===== src/x86lsr_pkg.sv =====
// ----------------------------------------------------------------------------
// x86lsr_pkg
// Shared types, codes and helpers of the x86 logic/shift/rotate unit.
// ----------------------------------------------------------------------------
package x86lsr_pkg;

  typedef enum logic [3:0] {
    OP_AND  = 4'd0,
    OP_OR   = 4'd1,
    OP_XOR  = 4'd2,
    OP_ROL  = 4'd3,
    OP_ROR  = 4'd4,
    OP_SHL  = 4'd5,
    OP_SHR  = 4'd6,
    OP_SAR  = 4'd7,
    OP_RCL  = 4'd8,
    OP_RCR  = 4'd9,
    OP_SHLD = 4'd10,
    OP_SHRD = 4'd11
  } op_t;

  typedef enum logic [1:0] {
    SZ_8  = 2'd0,
    SZ_16 = 2'd1,
    SZ_32 = 2'd2
  } sz_t;

  localparam int unsigned DataW  = 32;
  localparam int unsigned VecW   = 66;
  localparam int unsigned AmtW   = 6;

  typedef struct packed {
    logic [3:0] op;
    sz_t        sz;
    logic       act;
    logic       c_le_w;
    logic       ci;
    logic       dtop;
  } ctrl_t;

  typedef struct packed {
    logic cf;
    logic of;
    logic sf;
    logic zf;
    logic pf;
    logic cf_wr;
    logic of_wr;
    logic szp_wr;
  } flags_t;

  function automatic logic [DataW-1:0] size_mask(sz_t sz);
    logic [DataW-1:0] m;
    unique case (sz)
      SZ_8:    m = 32'h0000_00FF;
      SZ_16:   m = 32'h0000_FFFF;
      default: m = 32'hFFFF_FFFF;
    endcase
    return m;
  endfunction

  function automatic logic [AmtW-1:0] size_width(sz_t sz);
    logic [AmtW-1:0] w;
    unique case (sz)
      SZ_8:    w = 6'd8;
      SZ_16:   w = 6'd16;
      default: w = 6'd32;
    endcase
    return w;
  endfunction

  function automatic logic top_bit(logic [DataW-1:0] x, sz_t sz);
    logic b;
    unique case (sz)
      SZ_8:    b = x[7];
      SZ_16:   b = x[15];
      default: b = x[31];
    endcase
    return b;
  endfunction

  function automatic logic second_bit(logic [DataW-1:0] x, sz_t sz);
    logic b;
    unique case (sz)
      SZ_8:    b = x[6];
      SZ_16:   b = x[14];
      default: b = x[30];
    endcase
    return b;
  endfunction

endpackage


===== src/x86lsr_in_if.sv =====
// ----------------------------------------------------------------------------
// x86lsr_in_if
// Operation channel: valid/ready handshake with operands and opcode.
// ----------------------------------------------------------------------------
interface x86lsr_in_if;
  logic        valid;
  logic        ready;
  logic [3:0]  mode;
  logic [1:0]  size_sel;
  logic [31:0] dest;
  logic [31:0] src;
  logic [7:0]  count;
  logic        carry_in;

  modport source (
    output valid, mode, size_sel, dest, src, count, carry_in,
    input  ready
  );

  modport sink (
    input  valid, mode, size_sel, dest, src, count, carry_in,
    output ready
  );
endinterface


===== src/x86lsr_out_if.sv =====
// ----------------------------------------------------------------------------
// x86lsr_out_if
// Result channel: valid/ready handshake with result, flags and enables.
// ----------------------------------------------------------------------------
interface x86lsr_out_if;
  logic        valid;
  logic        ready;
  logic [31:0] result;
  logic        cf;
  logic        of;
  logic        sf;
  logic        zf;
  logic        pf;
  logic        cf_written;
  logic        of_written;
  logic        szp_written;

  modport source (
    output valid, result, cf, of, sf, zf, pf, cf_written, of_written, szp_written,
    input  ready
  );

  modport sink (
    input  valid, result, cf, of, sf, zf, pf, cf_written, of_written, szp_written,
    output ready
  );
endinterface


===== src/x86lsr_flag_gen.sv =====
// ----------------------------------------------------------------------------
// x86lsr_flag_gen
// Flag values and write enables from the shifted result and op context.
// ----------------------------------------------------------------------------
module x86lsr_flag_gen (
  input  x86lsr_pkg::ctrl_t  ctrl,
  input  logic [31:0]        res,
  input  logic               shift_cf,
  output x86lsr_pkg::flags_t flags
);
  import x86lsr_pkg::*;

  logic top;
  logic sec;
  logic cf;
  logic of;
  logic wc;
  logic wo;
  logic wszp;

  always_comb begin
    top  = top_bit(res, ctrl.sz);
    sec  = second_bit(res, ctrl.sz);
    cf   = 1'b0;
    of   = 1'b0;
    wc   = 1'b0;
    wo   = 1'b0;
    wszp = 1'b0;
    if (ctrl.act) begin
      unique case (ctrl.op)
        OP_AND, OP_OR, OP_XOR: begin
          wc   = 1'b1;
          wo   = 1'b1;
          wszp = 1'b1;
        end
        OP_ROL: begin
          cf = res[0];
          of = top ^ res[0];
          wc = 1'b1;
          wo = 1'b1;
        end
        OP_ROR: begin
          cf = top;
          of = top ^ sec;
          wc = 1'b1;
          wo = 1'b1;
        end
        OP_SHL: begin
          cf   = shift_cf;
          wc   = ctrl.c_le_w;
          of   = top ^ (ctrl.c_le_w ? shift_cf : ctrl.ci);
          wo   = 1'b1;
          wszp = 1'b1;
        end
        OP_SHR: begin
          cf   = shift_cf;
          of   = ctrl.dtop;
          wc   = ctrl.c_le_w;
          wo   = ctrl.c_le_w;
          wszp = 1'b1;
        end
        OP_SAR: begin
          cf   = shift_cf;
          wc   = 1'b1;
          wo   = 1'b1;
          wszp = 1'b1;
        end
        OP_RCL: begin
          cf = shift_cf;
          of = top ^ shift_cf;
          wc = 1'b1;
          wo = 1'b1;
        end
        OP_RCR: begin
          cf = shift_cf;
          of = top ^ sec;
          wc = 1'b1;
          wo = 1'b1;
        end
        OP_SHLD: begin
          cf   = shift_cf;
          of   = shift_cf ^ top;
          wc   = 1'b1;
          wo   = 1'b1;
          wszp = 1'b1;
        end
        OP_SHRD: begin
          cf   = shift_cf;
          of   = top ^ ctrl.dtop;
          wc   = 1'b1;
          wo   = 1'b1;
          wszp = 1'b1;
        end
        default: begin
          wc = 1'b0;
        end
      endcase
    end
    flags.cf     = wc & cf;
    flags.of     = wo & of;
    flags.sf     = wszp & top;
    flags.zf     = wszp & (res == 32'h0);
    flags.pf     = wszp & ~(^res[7:0]);
    flags.cf_wr  = wc;
    flags.of_wr  = wo;
    flags.szp_wr = wszp;
  end

endmodule


===== src/x86_logic_shift_rotate_unit.sv =====
// ----------------------------------------------------------------------------
// x86_logic_shift_rotate_unit: x86 logic, shift and rotate execution unit.
// Results are registered through the decode, 66-bit barrel shift and flag stages;
// one transaction per cycle sustained while the result channel is ready.
// Synchronous active-low reset clears the stage valid bits only.
// ----------------------------------------------------------------------------
module x86_logic_shift_rotate_unit (
  input  logic             clk,
  input  logic             rst_n,
  x86lsr_in_if.sink        in_ch,
  x86lsr_out_if.source     out_ch
);
  import x86lsr_pkg::*;

  // stage handshake
  logic s1_adv;
  logic s2_adv;
  logic out_adv;

  // decode
  sz_t              sz;
  logic [31:0]      m;
  logic [31:0]      d_m;
  logic [31:0]      s_m;
  logic [4:0]       c;
  logic [4:0]       r;
  logic [4:0]       rr;
  logic [5:0]       w6;
  logic [31:0]      rep;
  logic [31:0]      sx;
  logic [VecW-1:0]  ring;
  logic             neg;
  logic             is_log;
  logic             is_sh;

  ctrl_t            s1_ctrl_nxt;
  logic [VecW-1:0]  s1_vec_nxt;
  logic [AmtW-1:0]  s1_amt_nxt;
  logic             s1_hi_nxt;

  logic             s1_v_r;
  ctrl_t            s1_ctrl_r;
  logic [VecW-1:0]  s1_vec_r;
  logic [AmtW-1:0]  s1_amt_r;
  logic             s1_hi_r;

  // shift
  logic [VecW-1:0]  sh;
  logic [31:0]      s2_res_nxt;
  logic             s2_cf_nxt;

  logic             s2_v_r;
  ctrl_t            s2_ctrl_r;
  logic [31:0]      s2_res_r;
  logic             s2_cf_r;

  // flags / output
  flags_t           out_flags_nxt;
  logic             out_v_r;
  logic [31:0]      out_res_r;
  flags_t           out_flags_r;

  assign out_adv     = !out_v_r || out_ch.ready;
  assign s2_adv      = !s2_v_r || out_adv;
  assign s1_adv      = !s1_v_r || s2_adv;
  assign in_ch.ready = s1_adv;

  // ---------------- stage 1: decode and shifter operand ----------------
  always_comb begin
    unique case (in_ch.size_sel)
      SZ_8:    sz = SZ_8;
      SZ_16:   sz = SZ_16;
      default: sz = SZ_32;
    endcase
    if ((in_ch.mode == OP_SHLD || in_ch.mode == OP_SHRD) && sz == SZ_8) begin
      sz = SZ_16;
    end
    m      = size_mask(sz);
    w6     = size_width(sz);
    d_m    = in_ch.dest & m;
    s_m    = in_ch.src & m;
    c      = in_ch.count[4:0];
    r      = c & 5'(w6 - 6'd1);
    neg    = top_bit(d_m, sz);
    sx     = neg ? (d_m | ~m) : d_m;
    is_log = in_ch.mode <= OP_XOR;
    is_sh  = in_ch.mode >= OP_ROL && in_ch.mode <= OP_SHRD;

    unique case (sz)
      SZ_8: begin
        rep  = {4{d_m[7:0]}};
        ring = {48'b0, in_ch.carry_in, d_m[7:0], in_ch.carry_in, d_m[7:0]};
        if (c >= 5'd27) begin
          rr = c - 5'd27;
        end else if (c >= 5'd18) begin
          rr = c - 5'd18;
        end else if (c >= 5'd9) begin
          rr = c - 5'd9;
        end else begin
          rr = c;
        end
      end
      SZ_16: begin
        rep  = {2{d_m[15:0]}};
        ring = {32'b0, in_ch.carry_in, d_m[15:0], in_ch.carry_in, d_m[15:0]};
        rr   = (c >= 5'd17) ? (c - 5'd17) : c;
      end
      default: begin
        rep  = d_m;
        ring = {in_ch.carry_in, d_m, in_ch.carry_in, d_m};
        rr   = c;
      end
    endcase

    s1_ctrl_nxt.op     = in_ch.mode;
    s1_ctrl_nxt.sz     = sz;
    s1_ctrl_nxt.act    = is_log || (is_sh && (c != 5'd0));
    s1_ctrl_nxt.c_le_w = {1'b0, c} <= w6;
    s1_ctrl_nxt.ci     = in_ch.carry_in;
    s1_ctrl_nxt.dtop   = neg;

    s1_vec_nxt = {34'b0, d_m};
    s1_amt_nxt = '0;
    s1_hi_nxt  = 1'b0;
    if (s1_ctrl_nxt.act) begin
      unique case (in_ch.mode)
        OP_AND: s1_vec_nxt = {34'b0, d_m & s_m};
        OP_OR:  s1_vec_nxt = {34'b0, d_m | s_m};
        OP_XOR: s1_vec_nxt = {34'b0, d_m ^ s_m};
        OP_ROL: begin
          s1_vec_nxt = {2'b0, rep, rep};
          s1_amt_nxt = 6'd32 - {1'b0, r};
        end
        OP_ROR: begin
          s1_vec_nxt = {2'b0, rep, rep};
          s1_amt_nxt = {1'b0, r};
        end
        OP_SHL: begin
          s1_vec_nxt = {2'b0, d_m, 32'b0};
          s1_amt_nxt = 6'd32 - {1'b0, c};
        end
        OP_SHR: begin
          s1_vec_nxt = {33'b0, d_m, 1'b0};
          s1_amt_nxt = {1'b0, c};
          s1_hi_nxt  = 1'b1;
        end
        OP_SAR: begin
          s1_vec_nxt = {{33{neg}}, sx, 1'b0};
          s1_amt_nxt = {1'b0, c};
          s1_hi_nxt  = 1'b1;
        end
        OP_RCL: begin
          s1_vec_nxt = ring;
          s1_amt_nxt = w6 + 6'd1 - {1'b0, rr};
        end
        OP_RCR: begin
          s1_vec_nxt = ring;
          s1_amt_nxt = {1'b0, rr};
        end
        OP_SHLD: begin
          if (sz == SZ_16) begin
            s1_vec_nxt = {18'b0, d_m[15:0], s_m[15:0], d_m[15:0]};
          end else begin
            s1_vec_nxt = {2'b0, d_m, s_m};
          end
          s1_amt_nxt = 6'd32 - {1'b0, c};
        end
        OP_SHRD: begin
          if (sz == SZ_16) begin
            s1_vec_nxt = {17'b0, d_m[15:0], s_m[15:0], d_m[15:0], 1'b0};
          end else begin
            s1_vec_nxt = {1'b0, s_m, d_m, 1'b0};
          end
          s1_amt_nxt = {1'b0, c};
          s1_hi_nxt  = 1'b1;
        end
        default: begin
          s1_vec_nxt = {34'b0, d_m};
        end
      endcase
    end
  end

  // ---------------- stage 2: barrel shift ----------------
  always_comb begin
    sh         = s1_vec_r >> s1_amt_r;
    s2_res_nxt = (s1_hi_r ? sh[32:1] : sh[31:0]) & size_mask(s1_ctrl_r.sz);
    if (s1_hi_r) begin
      s2_cf_nxt = sh[0];
    end else begin
      unique case (s1_ctrl_r.sz)
        SZ_8:    s2_cf_nxt = sh[8];
        SZ_16:   s2_cf_nxt = sh[16];
        default: s2_cf_nxt = sh[32];
      endcase
    end
  end

  // ---------------- stage 3: flags ----------------
  x86lsr_flag_gen u_flag_gen (
    .ctrl     (s2_ctrl_r),
    .res      (s2_res_r),
    .shift_cf (s2_cf_r),
    .flags    (out_flags_nxt)
  );

  // valid bits
  always_ff @(posedge clk) begin
    if (!rst_n) begin
      s1_v_r  <= 1'b0;
      s2_v_r  <= 1'b0;
      out_v_r <= 1'b0;
    end else begin
      if (s1_adv) begin
        s1_v_r <= in_ch.valid;
      end
      if (s2_adv) begin
        s2_v_r <= s1_v_r;
      end
      if (out_adv) begin
        out_v_r <= s2_v_r;
      end
    end
  end

  // payload
  always_ff @(posedge clk) begin
    if (s1_adv && in_ch.valid) begin
      s1_ctrl_r <= s1_ctrl_nxt;
      s1_vec_r  <= s1_vec_nxt;
      s1_amt_r  <= s1_amt_nxt;
      s1_hi_r   <= s1_hi_nxt;
    end
    if (s2_adv && s1_v_r) begin
      s2_ctrl_r <= s1_ctrl_r;
      s2_res_r  <= s2_res_nxt;
      s2_cf_r   <= s2_cf_nxt;
    end
    if (out_adv && s2_v_r) begin
      out_res_r   <= s2_res_r;
      out_flags_r <= out_flags_nxt;
    end
  end

  assign out_ch.valid       = out_v_r;
  assign out_ch.result      = out_res_r;
  assign out_ch.cf          = out_flags_r.cf;
  assign out_ch.of          = out_flags_r.of;
  assign out_ch.sf          = out_flags_r.sf;
  assign out_ch.zf          = out_flags_r.zf;
  assign out_ch.pf          = out_flags_r.pf;
  assign out_ch.cf_written  = out_flags_r.cf_wr;
  assign out_ch.of_written  = out_flags_r.of_wr;
  assign out_ch.szp_written = out_flags_r.szp_wr;

endmodule

===== src/flat_wrapper.sv =====
// flat-port wrapper written by rule: the top's interface ports become plain ports
module x86_logic_shift_rotate_unit_flat import x86lsr_pkg::*;
  (clk, rst_n, in_ch_valid, in_ch_mode, in_ch_size_sel, in_ch_dest, in_ch_src, in_ch_count, in_ch_carry_in, in_ch_ready, out_ch_valid, out_ch_result, out_ch_cf, out_ch_of, out_ch_sf, out_ch_zf, out_ch_pf, out_ch_cf_written, out_ch_of_written, out_ch_szp_written, out_ch_ready);
  x86lsr_in_if in_ch_i ();
  x86lsr_out_if out_ch_i ();
  input  logic clk;
  input  logic rst_n;
  input wire logic [$bits(in_ch_i.valid)-1:0] in_ch_valid;
  input wire logic [$bits(in_ch_i.mode)-1:0] in_ch_mode;
  input wire logic [$bits(in_ch_i.size_sel)-1:0] in_ch_size_sel;
  input wire logic [$bits(in_ch_i.dest)-1:0] in_ch_dest;
  input wire logic [$bits(in_ch_i.src)-1:0] in_ch_src;
  input wire logic [$bits(in_ch_i.count)-1:0] in_ch_count;
  input wire logic [$bits(in_ch_i.carry_in)-1:0] in_ch_carry_in;
  output wire logic [$bits(in_ch_i.ready)-1:0] in_ch_ready;
  output wire logic [$bits(out_ch_i.valid)-1:0] out_ch_valid;
  output wire logic [$bits(out_ch_i.result)-1:0] out_ch_result;
  output wire logic [$bits(out_ch_i.cf)-1:0] out_ch_cf;
  output wire logic [$bits(out_ch_i.of)-1:0] out_ch_of;
  output wire logic [$bits(out_ch_i.sf)-1:0] out_ch_sf;
  output wire logic [$bits(out_ch_i.zf)-1:0] out_ch_zf;
  output wire logic [$bits(out_ch_i.pf)-1:0] out_ch_pf;
  output wire logic [$bits(out_ch_i.cf_written)-1:0] out_ch_cf_written;
  output wire logic [$bits(out_ch_i.of_written)-1:0] out_ch_of_written;
  output wire logic [$bits(out_ch_i.szp_written)-1:0] out_ch_szp_written;
  input wire logic [$bits(out_ch_i.ready)-1:0] out_ch_ready;
  assign in_ch_i.valid = in_ch_valid;
  assign in_ch_i.mode = in_ch_mode;
  assign in_ch_i.size_sel = in_ch_size_sel;
  assign in_ch_i.dest = in_ch_dest;
  assign in_ch_i.src = in_ch_src;
  assign in_ch_i.count = in_ch_count;
  assign in_ch_i.carry_in = in_ch_carry_in;
  assign in_ch_ready = in_ch_i.ready;
  assign out_ch_valid = out_ch_i.valid;
  assign out_ch_result = out_ch_i.result;
  assign out_ch_cf = out_ch_i.cf;
  assign out_ch_of = out_ch_i.of;
  assign out_ch_sf = out_ch_i.sf;
  assign out_ch_zf = out_ch_i.zf;
  assign out_ch_pf = out_ch_i.pf;
  assign out_ch_cf_written = out_ch_i.cf_written;
  assign out_ch_of_written = out_ch_i.of_written;
  assign out_ch_szp_written = out_ch_i.szp_written;
  assign out_ch_i.ready = out_ch_ready;
  x86_logic_shift_rotate_unit u_core (.clk(clk), .rst_n(rst_n), .in_ch(in_ch_i), .out_ch(out_ch_i));
endmodule

===== config.mk =====
export PLATFORM = sky130hd
export DESIGN_NAME = x86_logic_shift_rotate_unit_flat
export DESIGN_NICKNAME = d
export VERILOG_FILES = /design/src/x86lsr_pkg.sv /design/src/x86lsr_in_if.sv /design/src/x86lsr_out_if.sv /design/src/x86lsr_flag_gen.sv /design/src/x86_logic_shift_rotate_unit.sv /design/src/flat_wrapper.sv
export SDC_FILE = /design/constraint.sdc
export NUM_CORES = 1
export LEC_CHECK = 0
export BUFFER_PORTS_ARGS = -buffer_cell sky130_fd_sc_hd__clkbuf_2
export CAP_MARGIN = 20
export CORE_MARGIN = 2
export CORE_UTILIZATION = 55
export DETAILED_ROUTE_END_ITERATION = 6
export GPL_ROUTABILITY_DRIVEN = 0
export HOLD_SLACK_MARGIN = 0.05
export PLACE_DENSITY = 0.74
export SKIP_CTS_REPAIR_TIMING = 1
export SLEW_MARGIN = 20
export SYNTH_ARGS = -nofsm -noshare
export SYNTH_HDL_FRONTEND = slang
export SYNTH_HIERARCHICAL = 1
export SYNTH_SLANG_ARGS = --single-unit

===== constraint.sdc =====
create_clock -name clk -period 6.28 [get_ports clk]
set_input_delay 0.314 -clock clk [delete_from_list [all_inputs] [get_ports clk]]
set_output_delay 0.314 -clock clk [all_outputs]
set_load 0.05 [all_outputs]

== Word-level counts from Yosys, hierarchy flattened ==
Cells that the tools add are included.
Cells by class
  shifts and indexed selects: 1
  bitwise logic cells: 20
  reduce and logical (&&, ||, !) cells: 35
  equal/unequal tests: 26
  mux-type cells: 36
  $lt $le $gt $ge: 8
  add/subtract/negate cells: 9
Operator list (number)
  $pmux W66 S10: 1
  $pmux W32 S2: 3
  $pmux W66 S2: 1
  $and A32 B32 Y32: 4
  $mux W32: 3
  $shr A66 B6 Y33: 1
  $mux W65: 1
  $mux W64: 1
  $or A32 B32 Y32: 2
  $pmux W6 S6: 1
  $eq A4 B3 Y1 const B: 8
  $eq A4 B4 Y1 const B: 8
  $logic_not A32 Y1: 1
  $not A32 Y32: 1
  $xor A32 B32 Y32: 1
  $mux W5: 4
  $eq A4 B2 Y1 const B: 4
  $ge A5 B5 Y1 const B: 3
  $sub A5 B5 Y5 const B: 3
  $pmux W1 S2: 6
  $pmux W6 S2: 1
  $reduce_or A2 Y1: 6
  $sub A6 B5 Y6 const A: 2
  $reduce_or A11 Y1: 1
  32 further kinds: 68
Storage, ports and cells
  word-level logic and storage cells: 165
  input bits: 83
  output and inout bits: 42
  register bits: 169

== Depth between registers and ports, before layout ==
  depth in word-level cells: 12
  gate-level depth with buffers: 16
  mapped depth without buffers: 15

== Modules after synthesis ==
The synthesis kept the hierarchy.
Modules (own cells, without submodules)
  x86_logic_shift_rotate_unit: seq. area each 5044.8 µm², cells an instance 1717, area each 15960.3 µm², times used 1
  x86lsr_flag_gen: seq. area each 0.0 µm², cells an instance 86, area each 591.8 µm², times used 1

== Worst setup path before layout ==
OpenSTA, ideal clock, no wires.
  kind: register -> register
  from: register u_core.out_v_r (netlist: u_core/out_ch.valid)
  to: register u_core.s1_amt_r[0] (enable)
  slack: 793 ps
  buffers on the path: 0
  data arrival time: 4913 ps
  cell stages (with the launch flop): 3
  setup time: 574 ps
  period minus slack after synthesis: 5487 ps
  data required time: 5706 ps
  path through: dfxtp_1 nor2b_1 a31oi_1
On the way
  word-level cells in the longest chain between the ends: 5
RTL lines
  start, declared: line x86_logic_shift_rotate_unit.sv:59  | logic out_v_r;
  start signal, assigned: line x86_logic_shift_rotate_unit.sv:221  | out_v_r <= s2_v_r;
  $logic_not A1 Y1: line x86_logic_shift_rotate_unit.sv:63  | assign out_adv = !out_v_r || out_ch.ready;
  $logic_or A1 B1 Y1: line x86_logic_shift_rotate_unit.sv:63
  $logic_or A1 B1 Y1: line x86_logic_shift_rotate_unit.sv:64  | assign s2_adv = !s2_v_r || out_adv;
  $logic_or A1 B1 Y1: line x86_logic_shift_rotate_unit.sv:65  | assign s1_adv = !s1_v_r || s2_adv;
  $logic_and A1 B1 Y1: line x86_logic_shift_rotate_unit.sv:228  | if (s1_adv && in_ch.valid) begin
  end signal, assigned: line x86_logic_shift_rotate_unit.sv:231  | s1_amt_r <= s1_amt_nxt;
  end, declared: line x86_logic_shift_rotate_unit.sv:44  | logic [AmtW-1:0] s1_amt_r;
No other way between the ends.
A chain may end at the register's enable or synchronous reset.

== Worst setup path in the final report ==
  from: input port in_ch_mode[1]
  to: register u_core.s1_amt_r[5] (data pin)
On the way
  word-level cells in the longest chain between the ends: 10
  elaborated cells between the ends (all ways): 30
  classes of those cells: add/sub: 4; order compare: 3; eq/ne: 10; mux: 4; bitwise: 1; reduce/logical: 8
RTL lines
  start, declared: line flat_wrapper.sv:9  | input wire logic [$bits(in_ch_i.mode)-1:0] in_ch_mode;
  $eq A4 B4 Y1: line x86_logic_shift_rotate_unit.sv:75, x86_logic_shift_rotate_unit.sv:126
  $logic_or A1 B1 Y1: line x86_logic_shift_rotate_unit.sv:75  | if ((in_ch.mode == OP_SHLD || in_ch.mode == OP_SHRD) && sz == SZ_8) begin
  $logic_and A1 B1 Y1: line x86_logic_shift_rotate_unit.sv:75
  $mux W2: line x86_logic_shift_rotate_unit.sv:75
  $eq A2 B1 Y1 or $logic_not A2 Y1 (tied branches): line x86lsr_pkg.sv:64, x86_logic_shift_rotate_unit.sv:89
  $pmux W6 S2: line x86lsr_pkg.sv:64  | unique case (sz)
  $sub A5 B1 Y5: line x86_logic_shift_rotate_unit.sv:83  | r = c & 5'(w6 - 6'd1);
  $and A5 B5 Y5: line x86_logic_shift_rotate_unit.sv:83
  $sub A6 B5 Y6: line x86_logic_shift_rotate_unit.sv:132  | s1_amt_nxt = 6'd32 - {1'b0, r};
  $pmux W6 S6: line x86_logic_shift_rotate_unit.sv:126  | unique case (in_ch.mode)
Parallel ways exist; a longest one is shown, timed or not.

==> impl_metrics.csv <==
group,metric,value,unit
yosys,synth_mux_area_share,18.36,%
pwr,ir_drop,0.1341,mV
yosys,synth_top_family_by_area,"compound AO/OA/AOI/OAI gates",
worst_setup_path,required,6.46,ns
clock_network,clk_latency,0.44,ns
worst_setup_path,cp_num_buf_inv,2,
sta,period_share,60.34,%
clock_network,htreeDepth,4,
yosys,synth_cells,1803,
drt,post_drt_wl_per_cell,24.03,um
pwr,p_leak,6.913,nW
finish,layout_common_cells,"210 x nand2_1, 166 x edfxtp_1, 149 x a21oi_1",
finish,finalCoreUtilization,59.89,%
hold_path,holdCritPathClass,"input pin to flop",
placement,dp_hpwl,37820,um
run,maxCapViolations,0,
outcome,violations,"design-rule violations",
clock_network,cts_root_buffer,"clkbuf_16",
yosys,synthesis.nets,1966,
sta,timing.fmax,263.9,MHz
sta,finalSetupTns,0,ns
drt,drc,1,
finish,fillers,2543,
global_route,grt_pass1_wl,82430,um
worst_setup_path,critical_path.max_stage_delay,0.83,ns
finish,drive_gt1_share,16.97,%
sta,finalHoldViolCount,0,
sta,slew_violations,0,
finish,nNetsFinal,1977,
outcome,status,"finished, violations left",
yosys,yosysWarnings,6,
yosys,ys_seq_elements,169,
floorplanning,core_area,29640,um2
global_route,grt_max_degree,103,
floorplanning,die_height,177.5,um
global_route,grt_pass1_vias,14490,
yosys,async_reset_ff_share,0,%
floorplanning,io_pins,125,
worst_setup_path,critical_path_class,"input pin to flop",
yosys,synth_edf_count,166,
yosys,synth-compound-area-share,23.08,%
sta,finalSetupViolations,0,
finish,seqCellArea,5045,um2
sta,period_needed,3.789,ns
finish,final_common_cell,"nand2_1",
yosys,synth.distinct_cells,95,
pwr,finalPower,3.951,mW
global_route,grt_usage,33.71,%
worst_setup_path,end_kind,"flop",
worst_setup_path,start_kind,"input pin",
finish,multi_input_comb_area,10390,um2
yosys,synth_area,16550,um2
worst_setup_path,r2r_start,"u_core/s1_amt_r[2]",
worst_setup_path,cp_max_fo,30,
finish,area_growth,7.242,%
worst_setup_path,crit_slowest_cell,"o311ai_0",
floorplanning,initial_core_util,55.85,%
worst_setup_path,path_cells,"clkbuf_2 -> nand3b_1 -> nand2_1 -> nand2_1 -> o311ai_0 -> inv_1 -> ha_1 -> a21oi_1 -> nor2_1 -> nor2_1 -> xnor2_1 -> o32a_1 -> nor2_1",
yosys,syn_avg_cell_area,9.180,um2
global_route,antenna_found_initial,1,
worst_setup_path,worst_path_most_repeated_cell,"nor2_1",
clock_network,clk_pin_slew,0.07,ns
drt,ant_nets,0,
drt,vias,15940,
floorplanning,rows,63,
drt,drtIter0Drc,2549,
drt,firstDrtPassIters,7,
sta,worst_pin_slew,1.102,ns
yosys,synth-xor-area-share,0.5821,%
drt,via_per_inst,7.184,
drt,wl,53320,um
clock_network,tritoncts,"built",
floorplanning,dieArea,31500,um2
worst_setup_path,critPathLaunch,"in_ch_mode[1]",
clock_network,cts_buffer_depth,2,
yosys,synthSimpleGateAreaFrac,14.37,%
yosys,seq_area_frac_synth,30.48,%
sta,relSlewSlack,26.35,%
clock_network,cts_buffers,17,
clock_network,clock_sinks,169,
hold_path,holdCritStartpoint,"rst_n",
sta,finClkSkew,0.01774,ns
floorplanning,dieWidth,177.5,um
placement,port_buffers,121,
yosys,synthAdderAreaFrac,6.047,%
sta,grt_setup_unrepaired,"false",
yosys,ys.flop_type,"edfxtp_1",
pwr,power.density,222.6,nW/um2
global_route,grt_overflow_total,0,
worst_setup_path,crit_arrival,3.97,ns
worst_setup_path,crit_family,"simple AND/OR/NAND/NOR gates",
-- per-stage QoR --
stage          setup slack, ns  instances  instance area (um2)  hold slack (ns)
3_3_place_gp             2.325       2184                17150           0.4040
5_1_grt                  2.317       2218                17750           0.1099
4_1_cts                  2.578       2216                17730           0.1098
3_5_place_dp             2.256       2184                17150           0.4045
6_report                 2.491       2219                17750           0.1194
2_1_floorplan           0.7930       1803                16550           0.4003
-- logic make-up after synthesis --
family          count (synthesis)
buf+inv                       262
mux                           187
fa+ha+maj                      80
simple gates                  517
flops                         169
compound gates                577
xor+xnor                       11
-- cell type report --
class                           count  share of cell area (%)
Sequential cell                   169                   28.42
Antenna cell                        2                 0.02819
Inverter                          103                   2.178
Multi-Input combinational cell   1372                   58.54
Clock buffer                       21                   2.538
Clock inverter                     11                  0.7260
Tap cell                          390                   2.749
Timing Repair Buffer              151                   4.821
-- sequential cells by signal (all words and copies together) (netlist names), 6 cells and up --
register and flops:
u_core/s1_amt_r 6, u_core/out_ch.result 32, u_core/s1_ctrl_r 10, u_core/s2_ctrl_r 10
u_core/s1_vec_r 66, u_core/s2_res_r 32
-- synthesized netlist by cell type, drive strengths merged (19+ instances only) --
master    n  share of area (%)
a22oi    24                1.1
nor2    134                3.0
mux4     85                 12
o21ai   118                3.6
edfxtp  166                 30
mux2     44                3.1
ha       80                6.0
nand2   211                4.8
a31oi    21               0.79
nor3     20               0.60
a21oi   149                4.5
and2     19               0.72
a221oi   20                1.1
nand3    33                1.0
inv     100                2.3
a211oi   30                1.4
clkbuf   85                2.0
buf      74                2.8
o211ai   25                1.1
mux2i    58                3.5
o22ai    51                2.0
-- layer usage --
layer | track usage [%] | share of wire [%] | up-vias
met4 | 18.24 | 6.2 | 0
met2 | 50.89 | 44 | 1311
li1 | - | - | 6947
met3 | 7.541 | 12 | 261
met5 | 0 | 0 | -
met1 | 45.12 | 38 | 7422
-- where the power goes --
| group | switching, mW | total (mW) | internal [mW] |
|---|---|---|---|
| logic | 0.867 | 1.44 | 0.568 |
| registers | 0.109 | 1.47 | 1.36 |
| clock network | 0.470 | 1.04 | 0.572 |
| total | 1.45 | 3.95 | 2.50 |
-- final timing paths --
path         cells past startpoint             endpoint  slack, ns
max                             13   u_core/s1_amt_r[5]       2.49
min                              2  u_core/out_ch.valid       0.12
max reg2reg                      8       u_core/s2_cf_r       2.50
min reg2reg                      0  u_core/s2_ctrl_r[3]       0.42
No activity file was read; power rests on OpenSTA's default activity.
